`src/hw/rtl/brf_pkg.sv`:
```
// Package for the byte ring FIFO: store geometry, opcode and status codes,
// controller state type and the command/status bundles between controller and datapath.
// No dependencies.
`default_nettype none

package brf_pkg;

   localparam int DEPTH     = 256;
   localparam int IDX_W     = $clog2(DEPTH);
   localparam int MAX_BLOCK = 64;
   localparam int CNT_W     = 7;
   localparam int LVL_W     = 8;

   typedef enum logic [2:0] {
      OP_PUSH   = 3'd0,
      OP_POP    = 3'd1,
      OP_READ   = 3'd2,
      OP_PEEK   = 3'd3,
      OP_CLEAR  = 3'd4,
      OP_STATUS = 3'd5
   } opcode_type;

   typedef enum logic [1:0] {
      ST_OK    = 2'd0,
      ST_FULL  = 2'd1,
      ST_EMPTY = 2'd2
   } rsp_status_type;

   typedef enum logic {
      S_IDLE = 1'b0,
      S_EMIT = 1'b1
   } state_type;

   typedef struct packed {
      logic start;
      logic beat;
   } cmd_type;

   typedef struct packed {
      logic out_free;
      logic blk_go;
      logic beat_last;
   } sts_type;

   function automatic logic [LVL_W-1:0] to_level(input logic [IDX_W-1:0] x);
      logic [IDX_W+LVL_W-1:0] e;
      e = {{LVL_W{1'b0}}, x};
      return e[LVL_W-1:0];
   endfunction

endpackage

`default_nettype wire

```
`src/hw/rtl/brf_ram.sv`:
```
// Generic single-write, single-read RAM with registered read data.
// No dependencies.
`default_nettype none

module brf_ram #(
   parameter int WIDTH = 8,
   parameter int DEPTH = 256
) (
   input  wire logic                     clock,
   input  wire logic                     wr_en,
   input  wire logic [$clog2(DEPTH)-1:0] wr_addr,
   input  wire logic [WIDTH-1:0]         wr_data,
   input  wire logic                     rd_en,
   input  wire logic [$clog2(DEPTH)-1:0] rd_addr,
   output logic      [WIDTH-1:0]         rd_data
);

   logic [WIDTH-1:0] mem [DEPTH];
   logic [WIDTH-1:0] rd_data_ff;

   always_ff @(posedge clock) begin
      if (wr_en) begin
         mem[wr_addr] <= wr_data;
      end
      if (rd_en) begin
         rd_data_ff <= mem[rd_addr];
      end
   end

   assign rd_data = rd_data_ff;

endmodule

`default_nettype wire

```
`src/hw/rtl/brf_ctrl.sv`:
```
// Controller of the byte ring FIFO: idle/emit state machine, input stall, datapath commands.
// Depends on brf_pkg.
`default_nettype none

module brf_ctrl (
   input  wire logic             clock,
   input  wire logic             reset,
   input  wire logic             req_valid,
   output logic                  req_stall,
   input  wire brf_pkg::sts_type sts,
   output brf_pkg::cmd_type      cmd
);

   brf_pkg::state_type state_ff, state_in;

   always_ff @(posedge clock) begin
      if (reset) begin
         state_ff <= brf_pkg::S_IDLE;
      end else begin
         state_ff <= state_in;
      end
   end

   always_comb begin
      state_in  = state_ff;
      cmd       = '0;
      req_stall = 1'b1;
      case (state_ff)
         brf_pkg::S_IDLE: begin
            req_stall = !sts.out_free;
            cmd.start = req_valid && sts.out_free;
            if (cmd.start && sts.blk_go) begin
               state_in = brf_pkg::S_EMIT;
            end
         end
         brf_pkg::S_EMIT: begin
            cmd.beat = sts.out_free;
            if (sts.out_free && sts.beat_last) begin
               state_in = brf_pkg::S_IDLE;
            end
         end
         default: begin
            state_in = brf_pkg::S_IDLE;
         end
      endcase
   end

endmodule

`default_nettype wire

```
`src/hw/rtl/brf_dp.sv`:
```
// Datapath of the byte ring FIFO: indices, byte store, block counters and result register.
// Depends on brf_pkg and brf_ram.
`default_nettype none

module brf_dp (
   input  wire logic                          clock,
   input  wire logic                          reset,
   input  wire logic [2:0]                    req_opcode,
   input  wire logic [7:0]                    req_in_byte,
   input  wire logic [brf_pkg::CNT_W-1:0]     req_count,
   input  wire brf_pkg::cmd_type              cmd,
   output brf_pkg::sts_type                   sts,
   output logic                               rsp_valid,
   input  wire logic                          rsp_stall,
   output logic [7:0]                         rsp_out_byte,
   output logic                               rsp_byte_valid,
   output logic [1:0]                         rsp_status,
   output logic [brf_pkg::CNT_W-1:0]          rsp_moved_count,
   output logic [brf_pkg::LVL_W-1:0]          rsp_level,
   output logic                               rsp_last
);

   localparam int IW = brf_pkg::IDX_W;
   localparam int CW = brf_pkg::CNT_W;
   localparam int EW = IW + CW;

   logic [IW-1:0] wr_ff, wr_in, rd_ff, rd_in, pos_ff, pos_in;
   logic [CW-1:0] cnt_ff, cnt_in, moved_ff, moved_in;
   logic [brf_pkg::LVL_W-1:0] lvl_ff, lvl_in;

   logic       vld_ff, vld_in;
   logic [7:0] ob_ff, ob_in;
   logic       bv_ff, bv_in;
   brf_pkg::rsp_status_type st_ff, st_in;
   logic [CW-1:0] mc_ff, mc_in;
   logic [brf_pkg::LVL_W-1:0] lv_ff, lv_in;
   logic       last_ff, last_in;

   brf_pkg::opcode_type op;
   logic [IW-1:0] held, n_idx;
   logic [EW-1:0] held_ext, ncap_ext, n_ext;
   logic [CW-1:0] n_cap, n_sel, n_eff;
   logic          is_pop, is_blk, empty, full;

   logic          ram_wr, ram_rd;
   logic [IW-1:0] ram_rd_addr;
   logic [7:0]    ram_data;

   brf_ram #(.WIDTH(8), .DEPTH(brf_pkg::DEPTH)) u_ram (
      .clock   (clock),
      .wr_en   (ram_wr),
      .wr_addr (wr_ff),
      .wr_data (req_in_byte),
      .rd_en   (ram_rd),
      .rd_addr (ram_rd_addr),
      .rd_data (ram_data)
   );

   always_comb begin
      op       = brf_pkg::opcode_type'(req_opcode);
      held     = wr_ff - rd_ff;
      empty    = (held == '0);
      full     = (held == '1);
      is_pop   = (op == brf_pkg::OP_POP);
      is_blk   = (op == brf_pkg::OP_READ) || (op == brf_pkg::OP_PEEK);
      n_cap    = (req_count > CW'(brf_pkg::MAX_BLOCK)) ? CW'(brf_pkg::MAX_BLOCK) : req_count;
      held_ext = {{CW{1'b0}}, held};
      ncap_ext = {{IW{1'b0}}, n_cap};
      n_sel    = (held_ext < ncap_ext) ? held_ext[CW-1:0] : n_cap;
      n_eff    = is_pop ? CW'(1) : n_sel;
      n_ext    = {{IW{1'b0}}, n_eff};
      n_idx    = n_ext[IW-1:0];
   end

   always_comb begin
      sts.out_free  = !vld_ff || !rsp_stall;
      sts.blk_go    = (is_pop || is_blk) && !empty && (n_eff != '0);
      sts.beat_last = (cnt_ff == CW'(1));
   end

   always_comb begin
      wr_in       = wr_ff;
      rd_in       = rd_ff;
      pos_in      = pos_ff;
      cnt_in      = cnt_ff;
      moved_in    = moved_ff;
      lvl_in      = lvl_ff;
      vld_in      = vld_ff && rsp_stall;
      ob_in       = ob_ff;
      bv_in       = bv_ff;
      st_in       = st_ff;
      mc_in       = mc_ff;
      lv_in       = lv_ff;
      last_in     = last_ff;
      ram_wr      = 1'b0;
      ram_rd      = 1'b0;
      ram_rd_addr = pos_ff;

      if (cmd.start) begin
         ob_in   = '0;
         bv_in   = 1'b0;
         st_in   = brf_pkg::ST_OK;
         mc_in   = '0;
         lv_in   = brf_pkg::to_level(held);
         last_in = 1'b1;
         vld_in  = 1'b1;
         case (op) inside
            brf_pkg::OP_PUSH: begin
               if (full) begin
                  st_in = brf_pkg::ST_FULL;
               end else begin
                  ram_wr = 1'b1;
                  wr_in  = wr_ff + IW'(1);
                  mc_in  = CW'(1);
                  lv_in  = brf_pkg::to_level(held + IW'(1));
               end
            end
            brf_pkg::OP_POP, brf_pkg::OP_READ, brf_pkg::OP_PEEK: begin
               if (empty) begin
                  st_in = brf_pkg::ST_EMPTY;
                  lv_in = '0;
               end else if (n_eff != '0) begin
                  vld_in      = vld_ff && rsp_stall;
                  ram_rd      = 1'b1;
                  ram_rd_addr = rd_ff;
                  pos_in      = rd_ff + IW'(1);
                  cnt_in      = n_eff;
                  moved_in    = n_eff;
                  if (op == brf_pkg::OP_PEEK) begin
                     lvl_in = brf_pkg::to_level(held);
                  end else begin
                     lvl_in = brf_pkg::to_level(held - n_idx);
                     rd_in  = rd_ff + n_idx;
                  end
               end
            end
            brf_pkg::OP_CLEAR: begin
               wr_in = '0;
               rd_in = '0;
               lv_in = '0;
            end
            default: begin
            end
         endcase
      end

      if (cmd.beat) begin
         vld_in  = 1'b1;
         ob_in   = ram_data;
         bv_in   = 1'b1;
         st_in   = brf_pkg::ST_OK;
         mc_in   = moved_ff;
         lv_in   = lvl_ff;
         last_in = sts.beat_last;
         cnt_in  = cnt_ff - CW'(1);
         if (!sts.beat_last) begin
            ram_rd      = 1'b1;
            ram_rd_addr = pos_ff;
            pos_in      = pos_ff + IW'(1);
         end
      end
   end

   always_ff @(posedge clock) begin
      if (reset) begin
         wr_ff  <= '0;
         rd_ff  <= '0;
         vld_ff <= 1'b0;
      end else begin
         wr_ff  <= wr_in;
         rd_ff  <= rd_in;
         vld_ff <= vld_in;
      end
      pos_ff   <= pos_in;
      cnt_ff   <= cnt_in;
      moved_ff <= moved_in;
      lvl_ff   <= lvl_in;
      ob_ff    <= ob_in;
      bv_ff    <= bv_in;
      st_ff    <= st_in;
      mc_ff    <= mc_in;
      lv_ff    <= lv_in;
      last_ff  <= last_in;
   end

   assign rsp_valid       = vld_ff;
   assign rsp_out_byte    = ob_ff;
   assign rsp_byte_valid  = bv_ff;
   assign rsp_status      = st_ff;
   assign rsp_moved_count = mc_ff;
   assign rsp_level       = lv_ff;
   assign rsp_last        = last_ff;

endmodule

`default_nettype wire

```
`src/hw/rtl/byte_ring_fifo_top.sv`:
```
// Byte ring FIFO top level: push, pop, block read/peek, clear and status on a circular store.
// Push, clear and status results come straight from the result register; pop and block bytes
// pass first through the registered read of the byte store, then through the result register.
// Throughput: one simple item per cycle while results drain; input stalls while a block is emitted.
// Reset (synchronous): both indices go to zero and the result register empties; stored bytes stay.
// Depends on brf_pkg, brf_ctrl, brf_dp and brf_ram.
`default_nettype none

module byte_ring_fifo_top (
   input  wire logic       clock,
   input  wire logic       reset,
   input  wire logic       req_valid,
   output logic            req_stall,
   input  wire logic [2:0] req_opcode,
   input  wire logic [7:0] req_in_byte,
   input  wire logic [6:0] req_count,
   output logic            rsp_valid,
   input  wire logic       rsp_stall,
   output logic [7:0]      rsp_out_byte,
   output logic            rsp_byte_valid,
   output logic [1:0]      rsp_status,
   output logic [6:0]      rsp_moved_count,
   output logic [7:0]      rsp_level,
   output logic            rsp_last
);

   brf_pkg::cmd_type cmd;
   brf_pkg::sts_type sts;

   brf_ctrl u_ctrl (
      .clock     (clock),
      .reset     (reset),
      .req_valid (req_valid),
      .req_stall (req_stall),
      .sts       (sts),
      .cmd       (cmd)
   );

   brf_dp u_dp (
      .clock           (clock),
      .reset           (reset),
      .req_opcode      (req_opcode),
      .req_in_byte     (req_in_byte),
      .req_count       (req_count),
      .cmd             (cmd),
      .sts             (sts),
      .rsp_valid       (rsp_valid),
      .rsp_stall       (rsp_stall),
      .rsp_out_byte    (rsp_out_byte),
      .rsp_byte_valid  (rsp_byte_valid),
      .rsp_status      (rsp_status),
      .rsp_moved_count (rsp_moved_count),
      .rsp_level       (rsp_level),
      .rsp_last        (rsp_last)
   );

endmodule

`default_nettype wire

```
`config.mk`:
```
export PLATFORM = sky130hd
export DESIGN_NAME = byte_ring_fifo_top
export DESIGN_NICKNAME = d
export VERILOG_FILES = /design/src/hw/rtl/brf_pkg.sv /design/src/hw/rtl/brf_ram.sv /design/src/hw/rtl/brf_ctrl.sv /design/src/hw/rtl/brf_dp.sv /design/src/hw/rtl/byte_ring_fifo_top.sv
export SDC_FILE = /design/constraint.sdc
export NUM_CORES = 2
export LEC_CHECK = 0
export BUFFER_PORTS_ARGS = -buffer_cell sky130_fd_sc_hd__buf_2
export CAP_MARGIN = 20
export CORE_MARGIN = 1
export CORE_UTILIZATION = 35
export CTS_BUF_LIST = sky130_fd_sc_hd__clkbuf_8
export DETAILED_ROUTE_END_ITERATION = 16
export PLACE_DENSITY = 0.59
export SLEW_MARGIN = 20
export SYNTH_ARGS = -nofsm -noshare
export SYNTH_HDL_FRONTEND = slang
export SYNTH_HIERARCHICAL = 1
export SYNTH_SLANG_ARGS = --single-unit
```
`constraint.sdc`:
```
create_clock -name clock -period 7.6 [get_ports clock]
set_clock_uncertainty 0.2 [all_clocks]
set_input_delay 1.14 -clock clock [delete_from_list [all_inputs] [get_ports clock]]
set_output_delay 1.14 -clock clock [all_outputs]
set_load 0.005 [all_outputs]
```
==> reports/qor.txt <==
IO Count - 51
clk root buf - clkbuf_8
Place WS - -0.103 ns
crit path cell chain - inv_1, fa_1, a211oi_1, nor2b_1, o311a_4, inv_4, ha_1, a21oi_1, a21boi_0, or2_1, and3_1, nand3_2, buf_4, mux2i_4, buf_6, nor2_2, buf_4, a22o_1, a221oi_2, o32ai_1, nor3_1, nor4_1
Die Span Y - 495 um
syn avg cell area - 19.7 um2
CTS tree - yes
clk slew on worst S/H paths - 0.06 ns
area of the multi-input gates - 19800 um2
largest net degree at the start of global routing - 197
NumNets Final - 4704
GR Util All Layers - 17.7%
Hold Startpoint - u_dp/rsp_status[1]$_SDFFE_PP0P_
Post-synth EDFFs - 2102
Pins Over Slew Limit - 0
Lkg Pwr - 30.1 nW
wire per inst - 27.2 um
clock sink count - 2131
core region area - 241000 um2
ANT nets after route - 0
Tightest Hold Check Type - reg -> reg
Hold-fix buffers, CTS - 0
initial antenna violation count - 11
CP arrival - 7.95 ns
relative slew slack - 2.23%
max_cap viols - 0
number of CTS-inserted buffers - 353
IO Port Bufs - 50
area grow syn2layout - 12.8%
peak supply drop - 0.196 mV
Worst setup SP type - register
fraction of layout cells with a size suffix above 1 - 23.8%
grt total ovfl - 0
full die area - 245000 um2
Post-DP HPWL - 137000 um
Sw Ratio - 30.9%
routability congestion estimate - 0.865
final critical-path share of the clock period - 97.2%
first drt pass iteration count - 8
most used cell, CP - buf_4
switching power - 9.57 mW
Post-Syn Instances - 4311
initial core utilization - 35.3%
worst hold path stage count - 2
worst r2r dst - u_dp/u_ram/rd_data[5]$_DFFE_PP_
slowest cell delay on critical path - 0.54 ns
synthesized cell area - 85000 um2
crit path time final - 7.39 ns
vias per cell - 5.51
number of global-route vias before repair - 44.3k
Cell Rows - 180
Seq pwr share - 42.1%
DP Area - 89500 um2
DRT Wirelength - 220000 um
Hold EP - u_dp/rsp_status[1]$_SDFFE_PP0P_
Syn Nets - 4370
Skew-Pair Late Insertion Delay - 1.06 ns
drt initial violations - 5367
Max clock buf depth - 4
Design Area, Final - 95900 um2
CP max FO - 30
kind of critical path - reg -> reg
FF/Latch Area - 63700 um2
CTS H-tree depth - 5
Vias - 44.5k
first-pass GRT wire length - 316000 um
final core utilization - 39.8%
Ys Warns - 6
Cell variety after synth - 97
Fillers - 21.6k
Post-route DRC - 0
Clock Power Share - 29.2%
Slew @ Worst Pin - 1.46 ns
Die W - 495 um
Reg2Reg Depth - 22
maximum clock frequency - 135 MHz
Synth Flop Type - edfxtp_1
final hold viol count - 0
R2R setup slack - 0.21 ns
CP Capture Type - register
Power Density - 323 nW/um2
ys async rst share - 0%
Synth Register Bits - 2131
logic gate share of total power - 28.7%
Internal - 21.4 mW
Final WS setup - 0.214 ns
# setup viols final - 0
Worst Path Required - 8.17 ns
Seq/Total Area, Yosys - 74.9%
total power - 30.9 mW
RR Startpoint - u_dp/rd_ff[1]$_SDFFE_PP0P_
outcome - finished, final reports clean
Slowest cell on crit path - mux2i_4
worst max-delay path by stage:
stage / startpoint / to / cells after the start
2_1_floorplan: u_dp/rd_ff[1]$_SDFFE_PP0P_ / u_dp/u_ram/rd_data[0]$_DFFE_PP_ / 23
3_3_place_gp: u_dp/rd_ff[1]$_SDFFE_PP0P_ / u_dp/u_ram/rd_data[5]$_DFFE_PP_ / 21
3_5_place_dp: u_dp/rd_ff[1]$_SDFFE_PP0P_ / u_dp/u_ram/rd_data[5]$_DFFE_PP_ / 21
4_1_cts: u_dp/rd_ff[1]$_SDFFE_PP0P_ / u_dp/u_ram/rd_data[3]$_DFFE_PP_ / 22
5_1_grt: u_dp/rd_ff[1]$_SDFFE_PP0P_ / u_dp/u_ram/rd_data[4]$_DFFE_PP_ / 22
6_report: u_dp/rd_ff[1]$_SDFFE_PP0P_ / u_dp/u_ram/rd_data[5]$_DFFE_PP_ / 22
repair_timing:
item                                    in CTS  in global routing
pin swaps                                    0                  0
gates cloned                                 0                  1
resized for setup                            4                 12
setup buffers                                0                 15
endpoints found under the setup margin       4                  7
state kept, by name, summed over array words and instances (netlist names):
signal                flops
u_dp/u_ram/mem         2048
u_dp/lvl_ff               8
u_dp/pos_ff               8
u_dp/rd_ff                8
u_dp/rsp_level            8
u_dp/rsp_out_byte         8
u_dp/u_ram/rd_data        8
u_dp/wr_ff                8
u_dp/cnt_ff               7
u_dp/moved_ff             7
u_dp/rsp_moved_count      7
u_dp/rsp_status           2
u_ctrl/state_ff           1
u_dp/rsp_byte_valid       1
u_dp/rsp_last             1
u_dp/rsp_valid            1
per-layer routing:
metal | vias to the layer above | GRT usage, % | part of all wire, %
met5 | - | 0 | 0.0064
met4 | 2 | 5.70 | 2.8
met3 | 339 | 3.37 | 8.3
met2 | 1979 | 27.8 | 47
met1 | 23600 | 24.9 | 42
li1 | 18500 | - | -
logic make-up after synthesis:
group           synth area share (%)
mux                             13.9
buf+inv                         2.02
xor+xnor                       0.318
flops                           74.9
compound gates                  4.42
simple gates                    3.85
fa+ha+maj                      0.571
metrics by stage:
stage / setup TNS [ns] / hold slack (ns) / std cells
final: 0 / 0.251 / 8077
after global routing: -0.00338 / 0.209 / 8074
after CTS: 0 / 0.169 / 8056
after detailed placement: -0.162 / 0.245 / 7458
after global placement: -0.122 / 0.238 / 7458
after floorplan: 0 / 0.248 / 4311
critical path: cells and delay by family, from the launching register on:
family,cells,cell delay [ns]
AND/OR/NAND/NOR,7,1.44
multiplexers,1,0.54
adder cells (fa/ha/maj),2,0.73
AO/OA/AOI/OAI,7,2.48
buffers and inverters,5,1.17
flip-flops,1,0.50
cell type report:
type / instances / share of cell area [%]
multi-input cells: 1886 / 20.6
flip-flops and latches: 2131 / 66.4
clock buffers: 360 / 5.17
inverters: 36 / 0.144
well taps: 3185 / 4.16
diodes: 4 / 0.0104
clock inverters: 238 / 1.21
repair buffers: 237 / 2.24
synthesized netlist by cell type (9+ instances only):
library cell | instances | share of area [%]
edfxtp_1 | 2102 | 74
mux4_2 | 454 | 12
nor2_1 | 318 | 1.4
mux2i_1 | 142 | 1.7
a22oi_1 | 135 | 1.2
a21oi_1 | 130 | 0.77
clkbuf_1 | 127 | 0.56
nand2_1 | 84 | 0.37
nand3_1 | 48 | 0.28
o221ai_1 | 47 | 0.48
nor2b_1 | 39 | 0.29
nor3_1 | 38 | 0.22
buf_2 | 36 | 0.21
ha_1 | 34 | 0.50
inv_1 | 33 | 0.15
o22ai_1 | 31 | 0.23
dfxtp_1 | 29 | 0.68
buf_4 | 28 | 0.25
nor4_1 | 28 | 0.21
o21ai_0 | 28 | 0.16
and2_1 | 26 | 0.19
buf_6 | 24 | 0.32
buf_1 | 23 | 0.10
a211oi_1 | 22 | 0.19
and3_1 | 21 | 0.15
nand2b_1 | 20 | 0.15
nand4_1 | 20 | 0.15
xnor2_1 | 19 | 0.20
o211ai_1 | 16 | 0.14
a221oi_1 | 13 | 0.13
buf_8 | 13 | 0.23
a21o_1 | 10 | 0.088
xor2_1 | 10 | 0.10
a22o_1 | 9 | 0.093
a31oi_1 | 9 | 0.066
o31ai_1 | 9 | 0.079
cell usage in the layout (no fill, tap or decap), drive strengths merged, types with 34 or more instances in the layout:
cell,n
ha,34
nand2,84
buf,237
nor2,318
clkinv,110
nor2b,40
a21oi,131
a22oi,135
nand3,51
inv,154
o21ai,37
mux4,456
clkbuf,360
edfxtp,2102
nor3,41
mux2i,142
o221ai,48
power by group through the flow:
stage	logic (mW)	registers, mW	clock network [mW]
finish	8.88	13.0	9.03
global route	9.26	13.0	9.72
CTS	8.73	13.0	9.25
detailed placement	8.70	13.3	0
global placement	8.69	13.3	0
floorplan	5.64	13.2	0
(Power assumes the default switching activity.)
